[config.mk]
export PLATFORM = sky130hd
export DESIGN_NAME = circular_bit_queue_engine_flat
export DESIGN_NICKNAME = d
export VERILOG_FILES = /design/src/rtl/cbq_pkg.sv /design/src/rtl/cbq_if.sv /design/src/rtl/circular_bit_queue_engine.sv /design/src/flat_wrapper.sv
export SDC_FILE = /design/constraint.sdc
export NUM_CORES = 2
export LEC_CHECK = 0
export BUFFER_PORTS_ARGS = -buffer_cell sky130_fd_sc_hd__buf_2
export CORE_AREA = 2 2 317 319
export DETAILED_ROUTE_END_ITERATION = 10
export DIE_AREA = 0 0 319 321
export HOLD_SLACK_MARGIN = 0.02
export PLACE_DENSITY = 0.71
export SLEW_MARGIN = 15
export SYNTH_ARGS = -nofsm -noshare
export SYNTH_HDL_FRONTEND = slang
export SYNTH_SLANG_ARGS = --single-unit
[constraint.sdc]
create_clock -name clk -period 50.2 [get_ports clk]
set_input_delay 7.53 -clock clk [delete_from_list [all_inputs] [get_ports clk]]
set_output_delay 7.53 -clock clk [all_outputs]
set_load 0.01 [all_outputs]
[src/rtl/cbq_pkg.sv]
// Package for the circular bit queue engine.
// Holds operation codes, status codes and fixed sizes; no dependencies.
package cbq_pkg;
    localparam logic [2:0] MODE_ENQ     = 3'd0;
    localparam logic [2:0] MODE_DEQ     = 3'd1;
    localparam logic [2:0] MODE_READ    = 3'd2;
    localparam logic [2:0] MODE_RUN     = 3'd3;
    localparam logic [2:0] MODE_REPLACE = 3'd4;

    localparam logic [1:0] ST_DONE  = 2'd0;
    localparam logic [1:0] ST_FULL  = 2'd1;
    localparam logic [1:0] ST_EMPTY = 2'd2;

    localparam int PATTERN_BITS = 16;
    localparam int MAX_CAPACITY = 1024;
endpackage

[src/rtl/cbq_if.sv]
// Channel interfaces for the circular bit queue engine.
// Depends on nothing; payload widths are fixed by the item format.
interface cbq_in_if;
    logic        valid;
    logic        ready;
    logic [2:0]  mode;
    logic        bit_value;
    logic [9:0]  position;
    logic [15:0] find_pattern;
    logic [15:0] replace_pattern;
    logic [4:0]  pattern_length;
    modport source (output valid, mode, bit_value, position, find_pattern,
                    replace_pattern, pattern_length, input ready);
    modport sink (input valid, mode, bit_value, position, find_pattern,
                  replace_pattern, pattern_length, output ready);
endinterface

interface cbq_out_if;
    logic        valid;
    logic        ready;
    logic [1:0]  status;
    logic        bit_out;
    logic [10:0] run_length;
    modport source (output valid, status, bit_out, run_length, input ready);
    modport sink (input valid, status, bit_out, run_length, output ready);
endinterface

interface cbq_cfg_if;
    logic        valid;
    logic        ready;
    logic [10:0] data;
    modport source (output valid, data, input ready);
    modport sink (input valid, data, output ready);
endinterface

[src/rtl/circular_bit_queue_engine.sv]
// Top level of the circular bit queue engine: sequencer, bit memory, output register.
// Depends on cbq_pkg and the interfaces in cbq_if.sv.
//
// Usage: the block keeps a circular queue of single bits in a one-port
// memory. Each beat on the "in" channel requests one operation; each
// produces exactly one beat on the "out" channel. The "cfg" channel writes
// the capacity register and empties the queue; write it only when idle.
// A pending cfg beat holds off the input so the two never land together.
// Timing: every memory access goes through the single memory port and a
// registered read, so the sequencer sets the cost. After the input beat is
// accepted, an enqueue, a refused dequeue, an out-of-range read or an
// unknown mode passes through S_RDREQ and then S_OUT; a dequeue or an
// in-range read passes through S_RDREQ, S_RDWT, S_USE and then S_OUT.
// Longest run passes through S_RDREQ, S_RDWT and S_USE for each stored
// bit. Replace passes through S_RDREQ, S_RDWT and S_USE for each compared
// bit and through S_WR for each written bit. The input is not ready
// while an item is busy, nor while the result waits; it is ready again the
// cycle after the result beat leaves, so no new item is taken before the
// previous result has left. A stalled receiver holds the result and blocks the next item.
// Reset empties the queue (head and fill count zero), sets capacity to
// 1024 and leaves the memory contents undefined.
module circular_bit_queue_engine (
    input logic clk,
    input logic rst_n,
    cbq_in_if.sink    in_ch,
    cbq_out_if.source out_ch,
    cbq_cfg_if.sink   cfg
);
    import cbq_pkg::*;

    localparam int AW = $clog2(MAX_CAPACITY);
    localparam int CW = AW + 1;

    localparam logic [2:0] S_IDLE  = 3'd0;
    localparam logic [2:0] S_RDREQ = 3'd1;
    localparam logic [2:0] S_RDWT  = 3'd2;
    localparam logic [2:0] S_USE   = 3'd3;
    localparam logic [2:0] S_WR    = 3'd4;
    localparam logic [2:0] S_OUT   = 3'd5;

    logic mem [MAX_CAPACITY];
    logic rd_data_reg;

    logic [2:0]  state_reg, state_next;
    logic [AW-1:0] head_reg, head_next;
    logic [CW-1:0] fill_reg, fill_next;
    logic [10:0] cap_reg;
    logic [CW-1:0] cap_eff;

    logic [2:0]  mode_reg;
    logic        bitv_reg;
    logic [15:0] findp_reg, repp_reg;
    logic [4:0]  plen_reg;
    logic [CW-1:0] base_reg, base_next;   // window start or scan index
    logic [4:0]  j_reg, j_next;          // bit within the pattern
    logic [CW-1:0] cur_reg, cur_next, run_reg, run_next;

    logic [1:0]  st_reg, st_next;
    logic        bo_reg, bo_next;
    logic        ovalid_reg;

    // Effective capacity with the out-of-range cases folded in.
    always_comb
    begin
        if (cap_reg == 11'd0)
            cap_eff = CW'(1);
        else if (32'(cap_reg) > MAX_CAPACITY)
            cap_eff = CW'(MAX_CAPACITY);
        else
            cap_eff = CW'(cap_reg);
    end

    // Offset to physical address: both terms stay below capacity, so one
    // compare and subtract folds the wrap.
    logic [CW-1:0] offset, off_mod;
    logic [CW:0]   addr_sum;
    logic [AW-1:0] addr;
    always_comb
    begin
        off_mod = (offset >= cap_eff) ? offset - cap_eff : offset;
        addr_sum = {1'b0, CW'(head_reg)} + {1'b0, off_mod};
        if (addr_sum >= {1'b0, cap_eff})
            addr_sum = addr_sum - {1'b0, cap_eff};
        addr = addr_sum[AW-1:0];
    end

    logic [4:0] plen_in;
    assign plen_in = (in_ch.pattern_length > 5'd16) ? 5'd16 : in_ch.pattern_length;

    logic          mem_we, mem_wd;
    logic [CW-1:0] win_end;
    assign win_end = base_reg + CW'(plen_reg);

    assign in_ch.ready  = (state_reg == S_IDLE) && !ovalid_reg && !cfg.valid;
    assign cfg.ready    = (state_reg == S_IDLE) && !ovalid_reg;
    assign out_ch.valid = ovalid_reg;
    assign out_ch.status = st_reg;
    assign out_ch.bit_out = bo_reg;
    assign out_ch.run_length = 11'(run_reg);

    // Leaving idle on an accepted beat.
    logic accept;
    assign accept = in_ch.valid && in_ch.ready;

    logic go_out;

    always_comb
    begin
        state_next = state_reg;
        head_next = head_reg;
        fill_next = fill_reg;
        base_next = base_reg;
        j_next = j_reg;
        cur_next = cur_reg;
        run_next = run_reg;
        st_next = st_reg;
        bo_next = bo_reg;
        mem_we = 1'b0;
        mem_wd = bitv_reg;
        offset = base_reg + CW'(j_reg);
        go_out = 1'b0;
        case (state_reg)
            S_IDLE:
            begin
                offset = fill_reg;
                if (accept)
                begin
                    state_next = S_RDREQ;
                    base_next = (in_ch.mode == MODE_READ) ? CW'(in_ch.position) : '0;
                    j_next = '0;
                    cur_next = '0;
                    run_next = '0;
                    st_next = ST_DONE;
                    bo_next = 1'b0;
                end
            end
            S_RDREQ:
            begin
                // Decide whether any memory work remains.
                case (mode_reg)
                    MODE_ENQ:
                    begin
                        offset = fill_reg;
                        if (fill_reg >= cap_eff)
                            st_next = ST_FULL;
                        else
                        begin
                            mem_we = 1'b1;
                            fill_next = fill_reg + CW'(1);
                        end
                        go_out = 1'b1;
                    end
                    MODE_DEQ:
                    begin
                        offset = '0;
                        if (fill_reg == '0)
                        begin
                            st_next = ST_EMPTY;
                            go_out = 1'b1;
                        end
                        else
                            state_next = S_RDWT;
                    end
                    MODE_READ:
                    begin
                        offset = base_reg;
                        if (base_reg < fill_reg)
                            state_next = S_RDWT;
                        else
                            go_out = 1'b1;
                    end
                    MODE_RUN:
                    begin
                        offset = base_reg;
                        if (base_reg < fill_reg)
                            state_next = S_RDWT;
                        else
                            go_out = 1'b1;
                    end
                    MODE_REPLACE:
                    begin
                        if (plen_reg == 5'd0 || win_end > fill_reg)
                            go_out = 1'b1;
                        else
                            state_next = S_RDWT;
                    end
                    default:
                        go_out = 1'b1;
                endcase
            end
            S_RDWT:
            begin
                state_next = S_USE;
            end
            S_USE:
            begin
                case (mode_reg)
                    MODE_DEQ:
                    begin
                        bo_next = rd_data_reg;
                        head_next = (CW'(head_reg) + CW'(1) >= cap_eff) ? '0 : head_reg + AW'(1);
                        fill_next = fill_reg - CW'(1);
                        go_out = 1'b1;
                    end
                    MODE_READ:
                    begin
                        bo_next = rd_data_reg;
                        go_out = 1'b1;
                    end
                    MODE_RUN:
                    begin
                        if (rd_data_reg == bitv_reg)
                        begin
                            cur_next = cur_reg + CW'(1);
                            if (cur_reg + CW'(1) > run_reg)
                                run_next = cur_reg + CW'(1);
                        end
                        else
                            cur_next = '0;
                        base_next = base_reg + CW'(1);
                        state_next = S_RDREQ;
                    end
                    default:
                    begin
                        // Replace: compare one bit of the window.
                        if (rd_data_reg != findp_reg[j_reg[3:0]])
                        begin
                            base_next = base_reg + CW'(1);
                            j_next = '0;
                            state_next = S_RDREQ;
                        end
                        else if (j_reg + 5'd1 == plen_reg)
                        begin
                            j_next = '0;
                            state_next = S_WR;
                        end
                        else
                        begin
                            j_next = j_reg + 5'd1;
                            state_next = S_RDREQ;
                        end
                    end
                endcase
            end
            S_WR:
            begin
                mem_we = 1'b1;
                mem_wd = repp_reg[j_reg[3:0]];
                if (j_reg + 5'd1 == plen_reg)
                begin
                    j_next = '0;
                    base_next = win_end;
                    state_next = S_RDREQ;
                end
                else
                    j_next = j_reg + 5'd1;
            end
            default:
                state_next = S_IDLE;
        endcase
        if (go_out)
            state_next = S_OUT;
        if (state_reg == S_OUT)
            state_next = S_IDLE;
    end

    always_ff @(posedge clk)
    begin
        if (mem_we)
            mem[addr] <= mem_wd;
        rd_data_reg <= mem[addr];
    end

    always_ff @(posedge clk or negedge rst_n)
    begin
        if (!rst_n)
        begin
            state_reg <= S_IDLE;
            head_reg <= '0;
            fill_reg <= '0;
            cap_reg <= 11'd1024;
            ovalid_reg <= 1'b0;
        end
        else
        begin
            state_reg <= state_next;
            if (cfg.valid && cfg.ready)
            begin
                cap_reg <= cfg.data;
                head_reg <= '0;
                fill_reg <= '0;
            end
            else
            begin
                head_reg <= head_next;
                fill_reg <= fill_next;
            end
            if (state_reg == S_OUT)
                ovalid_reg <= 1'b1;
            else if (out_ch.ready)
                ovalid_reg <= 1'b0;
        end
    end

    always_ff @(posedge clk)
    begin
        base_reg <= base_next;
        j_reg <= j_next;
        cur_reg <= cur_next;
        run_reg <= run_next;
        st_reg <= st_next;
        bo_reg <= bo_next;
        if (accept)
        begin
            mode_reg <= in_ch.mode;
            bitv_reg <= in_ch.bit_value;
            findp_reg <= in_ch.find_pattern;
            repp_reg <= in_ch.replace_pattern;
            plen_reg <= plen_in;
        end
    end

endmodule

[src/flat_wrapper.sv]
// flat-port wrapper written by rule: the top's interface ports become plain ports
module circular_bit_queue_engine_flat import cbq_pkg::*;
  (clk, rst_n, in_ch_valid, in_ch_mode, in_ch_bit_value, in_ch_position, in_ch_find_pattern, in_ch_replace_pattern, in_ch_pattern_length, in_ch_ready, out_ch_valid, out_ch_status, out_ch_bit_out, out_ch_run_length, out_ch_ready, cfg_valid, cfg_data, cfg_ready);
  cbq_in_if in_ch_i ();
  cbq_out_if out_ch_i ();
  cbq_cfg_if cfg_i ();
  input logic clk;
  input logic rst_n;
  input wire logic [$bits(in_ch_i.valid)-1:0] in_ch_valid;
  input wire logic [$bits(in_ch_i.mode)-1:0] in_ch_mode;
  input wire logic [$bits(in_ch_i.bit_value)-1:0] in_ch_bit_value;
  input wire logic [$bits(in_ch_i.position)-1:0] in_ch_position;
  input wire logic [$bits(in_ch_i.find_pattern)-1:0] in_ch_find_pattern;
  input wire logic [$bits(in_ch_i.replace_pattern)-1:0] in_ch_replace_pattern;
  input wire logic [$bits(in_ch_i.pattern_length)-1:0] in_ch_pattern_length;
  output wire logic [$bits(in_ch_i.ready)-1:0] in_ch_ready;
  output wire logic [$bits(out_ch_i.valid)-1:0] out_ch_valid;
  output wire logic [$bits(out_ch_i.status)-1:0] out_ch_status;
  output wire logic [$bits(out_ch_i.bit_out)-1:0] out_ch_bit_out;
  output wire logic [$bits(out_ch_i.run_length)-1:0] out_ch_run_length;
  input wire logic [$bits(out_ch_i.ready)-1:0] out_ch_ready;
  input wire logic [$bits(cfg_i.valid)-1:0] cfg_valid;
  input wire logic [$bits(cfg_i.data)-1:0] cfg_data;
  output wire logic [$bits(cfg_i.ready)-1:0] cfg_ready;
  assign in_ch_i.valid = in_ch_valid;
  assign in_ch_i.mode = in_ch_mode;
  assign in_ch_i.bit_value = in_ch_bit_value;
  assign in_ch_i.position = in_ch_position;
  assign in_ch_i.find_pattern = in_ch_find_pattern;
  assign in_ch_i.replace_pattern = in_ch_replace_pattern;
  assign in_ch_i.pattern_length = in_ch_pattern_length;
  assign in_ch_ready = in_ch_i.ready;
  assign out_ch_valid = out_ch_i.valid;
  assign out_ch_status = out_ch_i.status;
  assign out_ch_bit_out = out_ch_i.bit_out;
  assign out_ch_run_length = out_ch_i.run_length;
  assign out_ch_i.ready = out_ch_ready;
  assign cfg_i.valid = cfg_valid;
  assign cfg_i.data = cfg_data;
  assign cfg_ready = cfg_i.ready;
  circular_bit_queue_engine u_core (.clk(clk), .rst_n(rst_n), .in_ch(in_ch_i), .out_ch(out_ch_i), .cfg(cfg_i));
endmodule
==> results.yml <==
synthesis:
  post_synth_num_cell_types: 79
  synth_edf_count: 1106
  synth.avg_cell_area_um2: 11.81
  async_reset_ff_share_pct: 3.150
  ys_dominant_reg_cell: "edfxtp_1"
  synthTopCellsByArea: "edfxtp_1 (61%), nor2_1 (7.8%), mux2i_1 (7.1%), ha_1 (2.5%), o22ai_1 (2.3%)"
  synth_warnings: 0
  synth_top_area_cell: "edfxtp_1"
  ys_ff_latch: 1143
  ys_seq_area_share_pct: 62.97
  yosysTopAreaCellShare_pct: 61.27
  synth_cells: 4591
  syn_area_mm2: 0.05421
  synth_nets: 4774
sta:
  relSlewSlack_pct: 7.693
  worst_slew_pin_slew_ps: 1385
  finalHoldViolCount: 0
  finalCritPeriodShare_pct: 31.22
  fin_setup_tns_ps: 0
  skew_ps: 90.09
  rsz0062_at_grt: "no"
  setup_slack_ps: 34530
  fmax_mhz: 63.82
  finalSetupViolCount: 0
  layout_min_cycle_time_ps: 15670
  slew_viol_final: 0
  fin_hold_ws_ps: 511.3
flow_run:
  maxCapViolCount: 0
place:
  port_buffers: 83
  place_congestion: 0.8718
  pre_cts_slack_ps: 34530
  dp.final_hpwl_um: 86160
route:
  drt_wl_total_um: 155800
  viasPerCell: 6.397
  vias: 37849
  first_pass_iters: 6
  remaining_drc_errors: 0
  wire_per_inst_um: 26.33
  postRouteAntennaNets: 0
  drtIter0Drc: 5367
cells_and_area:
  area_delta_synth_final_pct: 9.325
  finish.utilization_pct: 59.69
  drive_gt1_share_pct: 9.402
  largest_reg_flops: 1024
  nets: 4704
global_routing:
  first_global_vias: 36028
  grt-ovfl-total: 0
  grt_max_degree: 296
  grt_pass1_wl_um: 228300
  antenna_found_initial: 2
  groute.usage.overall_pct: 29.95
floorplan:
  core_region_area_mm2: 0.09928
  initial_utilization_pct: 54.60
  fp-row-count: 116
  die_h_um: 321
  die-area_mm2: 0.1024
  die_w_um: 319
  io_pins: 84
clocking:
  clk_latency_ps: 750
  cts_sinks: 1143
  h-tree-depth: 3
  cts-buffers-inserted: 115
  cts_resized: 0
  path_clk_slew_ps: 50
  hold_buffers: 0
  cts_tree: "built"
  postCtsSetupBuffers: 0
  clock_path_buffers: 3
  cts_root_buf: "clkbuf_16"
setup_path:
  crit_arrival_ps: 8140
  path_class: "input port to primary output"
  timing.critical_path.fanout_max: 3
  worst_ep_required_time_ps: 42670
  end_kind: "primary output"
  start_kind: "input port"
status:
  outcome: "completed"
hold_path:
  hold_path_class: "flop to flop"
[final timing paths]
kind / start / to / slack, ps / cells after the start
min: u_core.cap_reg[4] / u_core.cap_reg[4] / 510 / 2
max in group asynchronous: rst_n / u_core.head_reg[1] / 42660 / 1
max: cfg_valid / in_ch_ready / 34530 / 3
min reg2reg: u_core.cap_reg[4] / u_core.cap_reg[4] / 510 / 2
max reg2reg: u_core.j_reg[0] / u_core.rd_data_reg / 36110 / 48
min in group asynchronous: rst_n / u_core.fill_reg[0] / 6960 / 1
[per-stage QoR]
step	area (um2)	cells
2_1_floorplan	54210	4591
3_3_place_gp	55680	5701
3_5_place_dp	55690	5701
4_1_cts	59220	5913
5_1_grt	59260	5915
6_report	59260	5917
[layer usage]
metal	routed length, um	global-route usage (%)	vias to the layer above
met5	14	0	-
met4	6282	12.04	2
met3	17820	6.341	394
met2	72130	47.71	2151
met1	59540	40.35	18742
li1	-	-	16560
[cells by family (layout without fill, tap and decap cells)]
logic type,count (synthesis),in the layout,synth area share [%]
xor gates and xnor gates,77,77,1.244
other,0,3,0
adders and majority gates,116,116,2.761
DFF,1143,1143,62.97
AOI/OAI and AO/OA,691,691,8.058
and+or+nand+nor,1695,1695,13.12
muxes,433,433,8.455
buffers and inverters,436,461,3.388
[worst max-delay path, cell delays in order]
cell,delay (ps)
buf_2,110
nor4_1,310
buf_2,200
[final cells by class]
class / count / area [um2]
Antenna cell: 3 / 7.507
Tap cell: 1298 / 1624
Clock inverter: 56 / 485.5
Timing Repair Buffer: 173 / 1149
Clock buffer: 156 / 3053
Sequential cell: 1143 / 34130
Fill cell: 8037 / 40010
Multi-Input combinational cell: 3012 / 18520
Inverter: 76 / 285.3
[cell usage after synthesis (all sizes together), types with 22 or more instances]
| library cell | count |
|---|---|
| a2111oi | 27 |
| mux2 | 29 |
| mux2i | 387 |
| a21o | 33 |
| clkbuf | 225 |
| ha | 110 |
| xor2 | 38 |
| o22ai | 195 |
| nor3 | 23 |
| inv | 76 |
| nand2 | 220 |
| o21ai | 152 |
| nand3 | 130 |
| nand4 | 24 |
| o21a | 26 |
| nor2 | 1133 |
| a31oi | 22 |
| buf | 135 |
| dfrtp | 35 |
| nor4 | 47 |
| a21oi | 139 |
| xnor2 | 39 |
| edfxtp | 1106 |
[cells in the final DEF, fill, tap and decap left out, drive strengths merged, types with 12 or more instances in the layout]
| master | n |
|---|---|
| a2111oi | 27 |
| a21o | 33 |
| a21oi | 139 |
| a31oi | 22 |
| and2 | 13 |
| and3 | 14 |
| buf | 173 |
| clkbuf | 156 |
| clkinv | 50 |
| dfrtp | 35 |
| edfxtp | 1106 |
| ha | 110 |
| inv | 77 |
| mux2 | 29 |
| mux2i | 387 |
| mux4 | 17 |
| nand2 | 220 |
| nand2b | 18 |
| nand3 | 130 |
| nand4 | 24 |
| nor2 | 1133 |
| nor2b | 19 |
| nor3 | 23 |
| nor4 | 47 |
| o21a | 26 |
| o21ai | 152 |
| o22ai | 195 |
| or3 | 12 |
| or4 | 21 |
| xnor2 | 39 |
| xor2 | 38 |
Power is left out: the tool's default activity adds up to more than one toggle a clock period on the data nets, which glitch-free logic cannot reach.
